<file path="src/pn_pkg.sv">
package pn_pkg;

  // default number of fraction bits of the gain word
  localparam int unsigned GainFracBitsDef = 12;

  localparam int unsigned SampleW = 16;
  localparam int unsigned GainW   = 16;
  localparam int unsigned TargetW = 15;
  localparam int unsigned CfgIdxW = 2;
  localparam int unsigned CfgW    = 16;

  // register indexes on the config port
  localparam logic [CfgIdxW-1:0] RegTargetPeak = 2'd0;
  localparam logic [CfgIdxW-1:0] RegMaxGain    = 2'd1;
  localparam logic [CfgIdxW-1:0] RegUnityThr   = 2'd2;

  localparam logic [TargetW-1:0] TargetPeakRst = 15'd31129;
  localparam logic [GainW-1:0]   MaxGainRst    = 16'd24576;
  localparam logic [GainW-1:0]   UnityThrRst   = 16'd4100;

  // one finished output word
  typedef struct packed {
    logic               clipped;
    logic               gain_used;
    logic               last_out;
    logic [SampleW-1:0] sample_out;
  } pn_res_t;

endpackage

</file>
<file path="src/peak_normalizer.sv">
// Two-pass peak normalizer for signed 16-bit audio. Each clip is streamed twice: in the
// measure pass (tuser = 0) the largest sample magnitude is tracked, and the word flagged
// tlast computes the clip gain target_peak * 2^GAIN_FRAC_BITS / peak (truncated, capped at
// max_gain, unsigned with GAIN_FRAC_BITS fraction bits) and resets the peak tracker to 1.
// Measure words produce no output. In the apply pass (tuser = 1) each word yields one
// output word: the sample times the gain, truncated toward zero and saturated to 16 bits,
// or the sample unchanged when the gain is at or below unity_threshold. A measure word
// other than the last leaves the block ready; an apply word is multiplied into the product
// register, then saturated into the output register once no waiting output word holds it
// back; the last measure word waits for the restoring divider, one quotient bit per cycle.
// The block takes one word at a time. Config registers must be written only while idle;
// the block itself does not enforce this. Before any measure pass the gain is unity.
module peak_normalizer import pn_pkg::*; #(
  parameter int unsigned GAIN_FRAC_BITS = GainFracBitsDef
) (
  input  logic               clk_i,
  input  logic               rst_ni,
  // input stream
  input  logic               s_axis_tvalid,
  output logic               s_axis_tready,
  input  logic [SampleW-1:0] s_axis_tdata,   // [15:0] sample_in
  input  logic               s_axis_tuser,   // [0] mode
  input  logic               s_axis_tlast,
  // output stream
  output logic               m_axis_tvalid,
  input  logic               m_axis_tready,
  output logic [SampleW-1:0] m_axis_tdata,   // [15:0] sample_out
  output logic [1:0]         m_axis_tuser,   // [0] gain_used, [1] clipped
  output logic               m_axis_tlast,
  // config writes
  input  logic               cfg_we_i,
  input  logic [CfgIdxW-1:0] cfg_idx_i,
  input  logic [CfgW-1:0]    cfg_data_i
);

  // numerator width of the gain division
  localparam int unsigned NumW = TargetW + GAIN_FRAC_BITS;

  // unity gain, capped to the gain word
  localparam logic [GainW:0]   UnityFull = (GainW + 1)'(1) << GAIN_FRAC_BITS;
  localparam logic [GainW-1:0] UnityGain = (GAIN_FRAC_BITS >= GainW) ? '1
                                                                      : UnityFull[GainW-1:0];

  // sequencer states
  localparam logic [1:0] StIdle = 2'd0;
  localparam logic [1:0] StMul  = 2'd1;
  localparam logic [1:0] StDiv  = 2'd2;

  logic [1:0]         state_q, state_d;

  logic [TargetW-1:0] target_q;
  logic [GainW-1:0]   max_gain_q;
  logic [GainW-1:0]   thresh_q;

  logic [SampleW-1:0] peak_q, peak_d;
  logic [GainW-1:0]   gain_q, gain_d;

  logic               out_vld_q, out_vld_d;
  pn_res_t            out_q;

  logic               in_acc;
  logic               meas_acc;
  logic               apply_acc;
  logic               div_start;
  logic [SampleW-1:0] mag;
  logic [SampleW-1:0] peak_new;
  logic               div_done;
  logic [NumW-1:0]    quotient;
  logic [GainW-1:0]   gain_cap;
  logic               out_load;
  pn_res_t            scale_res;

  // ---------------------------------------------------------------------------
  // config registers
  // ---------------------------------------------------------------------------
  always_ff @(posedge clk_i or negedge rst_ni) begin
    if (!rst_ni) begin
      target_q   <= TargetPeakRst;
      max_gain_q <= MaxGainRst;
      thresh_q   <= UnityThrRst;
    end else if (cfg_we_i) begin
      case (cfg_idx_i)
        RegTargetPeak: target_q   <= cfg_data_i[TargetW-1:0];
        RegMaxGain:    max_gain_q <= cfg_data_i;
        RegUnityThr:   thresh_q   <= cfg_data_i;
        default: ;
      endcase
    end
  end

  // ---------------------------------------------------------------------------
  // input side: one word at a time
  // ---------------------------------------------------------------------------
  assign s_axis_tready = (state_q == StIdle);
  assign in_acc        = s_axis_tvalid && s_axis_tready;
  assign meas_acc      = in_acc && !s_axis_tuser;
  assign apply_acc     = in_acc && s_axis_tuser;
  assign div_start     = meas_acc && s_axis_tlast;

  // magnitude, most negative sample kept as 32768
  assign mag      = s_axis_tdata[SampleW-1] ? (~s_axis_tdata + 1'b1) : s_axis_tdata;
  assign peak_new = (mag > peak_q) ? mag : peak_q;

  // gain cap, the quotient is at least as wide as the gain word when GAIN_FRAC_BITS >= 1
  assign gain_cap = (quotient > NumW'(max_gain_q)) ? max_gain_q : quotient[GainW-1:0];

  // ---------------------------------------------------------------------------
  // divider for the per-clip gain
  // ---------------------------------------------------------------------------
  pn_div #(
    .NumW (NumW)
  ) u_div (
    .clk_i      (clk_i),
    .rst_ni     (rst_ni),
    .start_i    (div_start),
    .dividend_i ({target_q, GAIN_FRAC_BITS'(0)}),
    .divisor_i  (peak_new),
    .done_o     (div_done),
    .quotient_o (quotient)
  );

  // ---------------------------------------------------------------------------
  // scaling datapath: product register, then saturate into the output register
  // ---------------------------------------------------------------------------
  pn_scale #(
    .GainFracBits (GAIN_FRAC_BITS)
  ) u_scale (
    .clk_i    (clk_i),
    .load_i   (apply_acc),
    .sample_i (s_axis_tdata),
    .last_i   (s_axis_tlast),
    .gain_i   (gain_q),
    .thresh_i (thresh_q),
    .res_o    (scale_res)
  );

  // ---------------------------------------------------------------------------
  // sequencer
  // ---------------------------------------------------------------------------
  assign out_load = (state_q == StMul) && (!out_vld_q || m_axis_tready);

  always_comb begin
    state_d = state_q;
    peak_d  = peak_q;
    gain_d  = gain_q;
    case (state_q)
      StIdle: begin
        if (meas_acc) begin
          // peak goes back to 1 once the last word hands it to the divider
          peak_d = s_axis_tlast ? SampleW'(1) : peak_new;
        end
        if (div_start) begin
          state_d = StDiv;
        end else if (apply_acc) begin
          state_d = StMul;
        end
      end
      StMul: begin
        if (out_load) begin
          state_d = StIdle;
        end
      end
      StDiv: begin
        if (div_done) begin
          gain_d  = gain_cap;
          state_d = StIdle;
        end
      end
      default: state_d = StIdle;
    endcase
  end

  always_comb begin
    out_vld_d = out_vld_q;
    if (out_load) begin
      out_vld_d = 1'b1;
    end else if (m_axis_tready) begin
      out_vld_d = 1'b0;
    end
  end

  always_ff @(posedge clk_i or negedge rst_ni) begin
    if (!rst_ni) begin
      state_q   <= StIdle;
      peak_q    <= SampleW'(1);
      gain_q    <= UnityGain;
      out_vld_q <= 1'b0;
    end else begin
      state_q   <= state_d;
      peak_q    <= peak_d;
      gain_q    <= gain_d;
      out_vld_q <= out_vld_d;
    end
  end

  // output word holds until taken
  always_ff @(posedge clk_i) begin
    if (out_load) begin
      out_q <= scale_res;
    end
  end

  assign m_axis_tvalid = out_vld_q;
  assign m_axis_tdata  = out_q.sample_out;
  assign m_axis_tlast  = out_q.last_out;
  assign m_axis_tuser  = {out_q.clipped, out_q.gain_used};

endmodule

</file>
<file path="src/pn_div.sv">
module pn_div import pn_pkg::*; #(
  parameter int unsigned NumW = 27
) (
  input  logic               clk_i,
  input  logic               rst_ni,
  input  logic               start_i,
  input  logic [NumW-1:0]    dividend_i,
  input  logic [SampleW-1:0] divisor_i,
  output logic               done_o,
  output logic [NumW-1:0]    quotient_o
);

  localparam int unsigned CntW = $clog2(NumW + 1);

  logic               busy_q, busy_d;
  logic               done_q, done_d;
  logic [CntW-1:0]    cnt_q, cnt_d;
  logic [SampleW-1:0] rem_q, rem_d;
  logic [SampleW-1:0] dvs_q, dvs_d;
  logic [NumW-1:0]    quo_q, quo_d;

  logic [SampleW:0]   trial;
  logic [SampleW:0]   diff;
  logic               ge;

  // one restoring step per cycle, dividend shifts out msb first
  assign trial = {rem_q, quo_q[NumW-1]};
  assign diff  = trial - {1'b0, dvs_q};
  assign ge    = trial >= {1'b0, dvs_q};

  always_comb begin
    busy_d = busy_q;
    done_d = 1'b0;
    cnt_d  = cnt_q;
    rem_d  = rem_q;
    dvs_d  = dvs_q;
    quo_d  = quo_q;
    if (start_i) begin
      busy_d = 1'b1;
      cnt_d  = CntW'(NumW);
      rem_d  = '0;
      dvs_d  = divisor_i;
      quo_d  = dividend_i;
    end else if (busy_q) begin
      rem_d = ge ? diff[SampleW-1:0] : trial[SampleW-1:0];
      quo_d = {quo_q[NumW-2:0], ge};
      cnt_d = cnt_q - 1'b1;
      if (cnt_q == CntW'(1)) begin
        busy_d = 1'b0;
        done_d = 1'b1;
      end
    end
  end

  always_ff @(posedge clk_i or negedge rst_ni) begin
    if (!rst_ni) begin
      busy_q <= 1'b0;
      done_q <= 1'b0;
      cnt_q  <= '0;
    end else begin
      busy_q <= busy_d;
      done_q <= done_d;
      cnt_q  <= cnt_d;
    end
  end

  always_ff @(posedge clk_i) begin
    rem_q <= rem_d;
    dvs_q <= dvs_d;
    quo_q <= quo_d;
  end

  assign done_o     = done_q;
  assign quotient_o = quo_q;

endmodule

</file>
<file path="src/pn_scale.sv">
module pn_scale import pn_pkg::*; #(
  parameter int unsigned GainFracBits = GainFracBitsDef
) (
  input  logic               clk_i,
  input  logic               load_i,
  input  logic [SampleW-1:0] sample_i,
  input  logic               last_i,
  input  logic [GainW-1:0]   gain_i,
  input  logic [GainW-1:0]   thresh_i,
  output pn_res_t            res_o
);

  localparam int unsigned ProdW = SampleW + GainW;

  logic [SampleW-1:0] mag;
  logic [ProdW-1:0]   prod_q;
  logic [SampleW-1:0] samp_q;
  logic               last_q;
  logic               used_q;
  logic [ProdW-1:0]   q;
  logic               neg;
  logic               sat;
  logic [SampleW-1:0] qn;

  // magnitude of the most negative sample wraps to 0x8000, which is right unsigned
  assign mag = sample_i[SampleW-1] ? (~sample_i + 1'b1) : sample_i;

  always_ff @(posedge clk_i) begin
    if (load_i) begin
      prod_q <= ProdW'(mag) * ProdW'(gain_i);
      samp_q <= sample_i;
      last_q <= last_i;
      used_q <= gain_i > thresh_i;
    end
  end

  assign q   = prod_q >> GainFracBits;
  assign neg = samp_q[SampleW-1];
  assign sat = neg ? (q > ProdW'(32768)) : (q > ProdW'(32767));
  assign qn  = q[SampleW-1:0];

  always_comb begin
    res_o.last_out   = last_q;
    res_o.gain_used  = used_q;
    res_o.clipped    = 1'b0;
    res_o.sample_out = samp_q;
    if (used_q) begin
      res_o.clipped = sat;
      if (sat) begin
        res_o.sample_out = neg ? 16'h8000 : 16'h7fff;
      end else begin
        res_o.sample_out = neg ? (~qn + 1'b1) : qn;
      end
    end
  end

endmodule

</file>
<file path="config.mk">
export PLATFORM = sky130hd
export DESIGN_NAME = peak_normalizer
export DESIGN_NICKNAME = d
export VERILOG_FILES = /design/src/pn_pkg.sv /design/src/peak_normalizer.sv /design/src/pn_div.sv /design/src/pn_scale.sv
export SDC_FILE = /design/constraint.sdc
export NUM_CORES = 1
export LEC_CHECK = 0
export BUFFER_PORTS_ARGS = -buffer_cell sky130_fd_sc_hd__buf_2
export CORE_ASPECT_RATIO = 1.4
export CORE_MARGIN = 5
export CORE_UTILIZATION = 55
export DETAILED_ROUTE_END_ITERATION = 6
export PLACE_DENSITY = 0.84
export SYNTH_ARGS = -nofsm -noshare
export SYNTH_HDL_FRONTEND = slang
export SYNTH_SLANG_ARGS = --single-unit
</file>
<file path="constraint.sdc">
create_clock -name clk_i -period 7.9 [get_ports clk_i]
set_input_delay 0.79 -clock clk_i [delete_from_list [all_inputs] [get_ports clk_i]]
set_output_delay 0.79 -clock clk_i [all_outputs]
set_load 0.02 [all_outputs]
</file>
==> flow_metrics.py <==
metrics = {
    "floorplanning": {
        "ios": 62,
        "die_x_microns": 169,
        "initial_core_util": 0.556,
        "core_sq_mm": 0.0349,
        "fp.dieArea_sq_mm": 0.0391,
        "die_y_microns": 232,
        "std_cell_rows": 81,
    },
    "global_route": {
        "grt_pass1_vias": 15800,
        "antenna_found_initial": 0,
        "gr-total-overflow": 0,
        "grt_max_degree": 62,
        "grt_util_all_layers": 0.239,
        "grt_pass1_wl_microns": 76700,
    },
    "synth": {
        "ys_seq_elements": 205,
        "synth_common_cells": "341 x inv_1, 252 x nand2_1, 194 x fa_1",
        "netlist-cell-type-count": 77,
        "yosys_warnings": 0,
        "syn_avg_cell_area_sq_um": 9.54,
        "yosysTopAreaCell": "fa_1",
        "synth_compound_area_frac": 0.0998,
        "synthMuxAreaShare": 0.0568,
        "post-synth-top-count-cell": "inv_1",
        "yosys.area_share.simple": 0.147,
        "synth_top_family_by_area": "adder cells",
        "synth-edff-count": 88,
        "synthCells": 2031,
        "synthXorXnorAreaFrac": 0.0217,
        "synth-seq-area-share": 0.281,
        "syn-num-nets": 2435,
        "synth_area_sq_mm": 0.0194,
        "synth_fa_ha_area_frac": 0.309,
        "synthTopCellsByArea": "fa_1 20%, edfxtp_1 14%, ha_1 11%",
        "async_flop_share": 0.434,
        "synth_top_area_share": 0.200,
        "ys.flop_type": "edfxtp_1",
    },
    "pwr": {
        "p_per_area_mw_per_mm2": 243,
        "seq_power_share": 0.333,
        "fin_total_pwr_mw": 5.13,
        "p_clk_frac": 0.197,
        "swShare": 0.405,
        "leakage_nw": 10.4,
        "vdd_drop_max_mv": 0.222,
        "power_frac_comb": 0.470,
        "p_int_mw": 3.05,
        "switchingPower_mw": 2.08,
    },
    "clock_tree": {
        "cts_tree": "built",
        "cts_buffers": 22,
        "cts_buffer_depth": 3,
        "clock_latency_ns": 0.52,
        "clock_sinks": 205,
        "ctsHoldBuffers": 0,
        "h-tree-depth": 1,
        "path_clk_slew_ns": 0.06,
        "post_cts_buffers": 0,
        "cts_resized": 0,
        "cts-root-buf": "clkbuf_16",
    },
    "worst_setup_path": {
        "startpoint_type": "input port",
        "crit_path_max_incr_delay_ns": 0.56,
        "cp-end-kind": "flip-flop",
        "arrival_ns": 7.78,
        "required_ns": 8.15,
        "cp_max_fo": 9,
        "path_common_cell": "fa_1",
        "path_cells": "buf_2 > or4_4 > or3_4 > o31ai_1 > xnor2_1 > buf_4 > nand2_1 > fa_1 > inv_1 > fa_1 > fa_1 > fa_1 > fa_1 > inv_1 > fa_1 > inv_1 > ha_1 > a21o_1 > a211oi_1 > o211ai_1 > a31oi_1 > o21ai_1 > xor2_1",
        "worstSetupPathType": "in2reg",
        "cp_top_family": "adder cells",
        "worst-path-buf-inv": 5,
        "slowest_stage": "or4_4",
    },
    "run": {
        "cap_violations": 0,
    },
    "placement": {
        "place_hpwl_microns": 36100,
        "post-place-cells": 2516,
        "place_congestion": 0.923,
        "numPortBuffers": 61,
    },
    "drt": {
        "wl_per_cell_microns": 18.3,
        "remaining_drc_errors": 0,
        "ant_nets": 0,
        "wl_microns": 46700,
        "vias": 14800,
        "drtIter0Drc": 967,
        "via_per_inst": 5.77,
        "first_pass_iters": 6,
    },
    "sta": {
        "finalSetupViolCount": 0,
        "worst_pin_slew_ns": 1.20,
        "report.final.slew_viol_count": 0,
        "rsz0062_at_grt": "no",
        "slew_headroom": 0.187,
        "finalClockSkew_ns": 0.0157,
        "finalWorstPathRequiredPeriod_ns": 7.53,
        "finalHoldViolCount": 0,
        "post-route-period-util": 0.953,
        "max_freq_mhz": 133,
    },
    "finish": {
        "layout.cells.non_filler": 2556,
        "fin_nets": 2488,
        "antenna_cells": 0,
        "drive_gt1_frac": 0.121,
        "area_growth_pct": 8.70,
        "fillers": 2834,
    },
    "worst_hold_path": {
        "min_path_type": "in2async",
    },
    "status": {
        "status": "completed",
    },
}
==> stage by stage <==
step	TNS (ns)	setup WS [ns]	area (sq um)	utilization	hold WS, ns
floorplan	0	0.185	19400	-	0.400
global placement	0	0.00394	20400	0.584	0.405
detailed placement	-0.513	-0.116	20400	0.584	0.412
CTS	0	0.406	21100	0.604	0.276
global route	0	0.0577	21100	0.604	0.305
finish	0	0.370	21100	0.604	0.267
==> cell type report <==
type	instances	area [sq um]	share of cell area
Tap cell	456	571	0.0271
Clock buffer	27	601	0.0285
Multi-Input combinational cell	1401	12300	0.586
Inverter	341	1280	0.0608
Clock inverter	13	105	0.00499
Sequential cell	205	5450	0.259
Timing Repair Buffer	113	723	0.0343
==> registers in the layout (all words and copies together), names as in the netlist, 5 cells and up <==
| name | count |
|---|---|
| u_scale.samp_q | 16 |
| gain_q | 16 |
| max_gain_q | 16 |
| target_q | 15 |
| thresh_q | 16 |
| u_div.rem_q | 16 |
| peak_q | 16 |
| u_div.dvs_q | 16 |
| u_scale.prod_q | 20 |
| m_axis_tdata | 16 |
| u_div.cnt_q | 5 |
| u_div.quotient_o | 27 |
==> layout by cell type, fill, tap and decap left out, types with 38 or more instances in the layout <==
cell type,count
inv_1,341
nand2_1,252
fa_1,194
ha_1,169
and2_1,108
o21ai_0,93
edfxtp_1,88
dfrtp_1,73
a21oi_1,72
nor2_1,66
mux2_2,64
buf_2,60
nand3_1,51
buf_4,51
mux2i_1,38
==> worst register-to-register path, delay by kind of cell, from the launching register on <==
kind | cells | cell delay [ns]
buffers and inverters | 5 | 0.28
AND/OR/NAND/NOR | 1 | 0.18
flip-flops | 1 | 0.84
AO/OA/AOI/OAI | 6 | 1.26
XOR/XNOR | 1 | 0.14
adder cells (fa/ha/maj) | 7 | 3.44
==> power groups by stage <==
stage	clock [mW]	combinational, mW	sequential, mW
4_1_cts	1.03	2.41	1.70
6_report	1.01	2.41	1.71
3_5_place_dp	0	2.38	1.72
5_1_grt	1.07	2.73	1.74
2_1_floorplan	0	1.82	1.63
3_3_place_gp	0	2.26	1.70
==> worst paths after layout <==
| check | startpoint | endpoint | slack, ns | cells after the start |
|---|---|---|---|---|
| max | s_axis_tdata[6] | u_scale.prod_q[25] | 0.37 | 23 |
| min | rst_ni | peak_q[5] | 0.27 | 1 |
| max reg2reg | gain_q[8] | u_scale.prod_q[30] | 1.51 | 20 |
| min reg2reg | u_scale.last_q | m_axis_tlast | 0.43 | 0 |
| max in group asynchronous | rst_ni | thresh_q[7] | 6.55 | 2 |
| min in group clk_i | u_scale.last_q | m_axis_tlast | 0.43 | 0 |
==> layer usage <==
layer / wire length (microns) / up-vias / global-route usage
met5: 0 / - / 0
met3: 2790 / 151 / 0.0313
met4: 1930 / 0 / 0.0926
met2: 24300 / 563 / 0.444
met1: 17700 / 7254 / 0.278
li1: - / 6782 / -
==> kinds of logic after synthesis <==
logic type,count (synthesis)
buf+inv,425
fa+ha+maj,363
simple gates,585
compound gates,303
mux,102
flops,205
xor+xnor,48
Note: power is estimated with default switching activity, not from simulation.
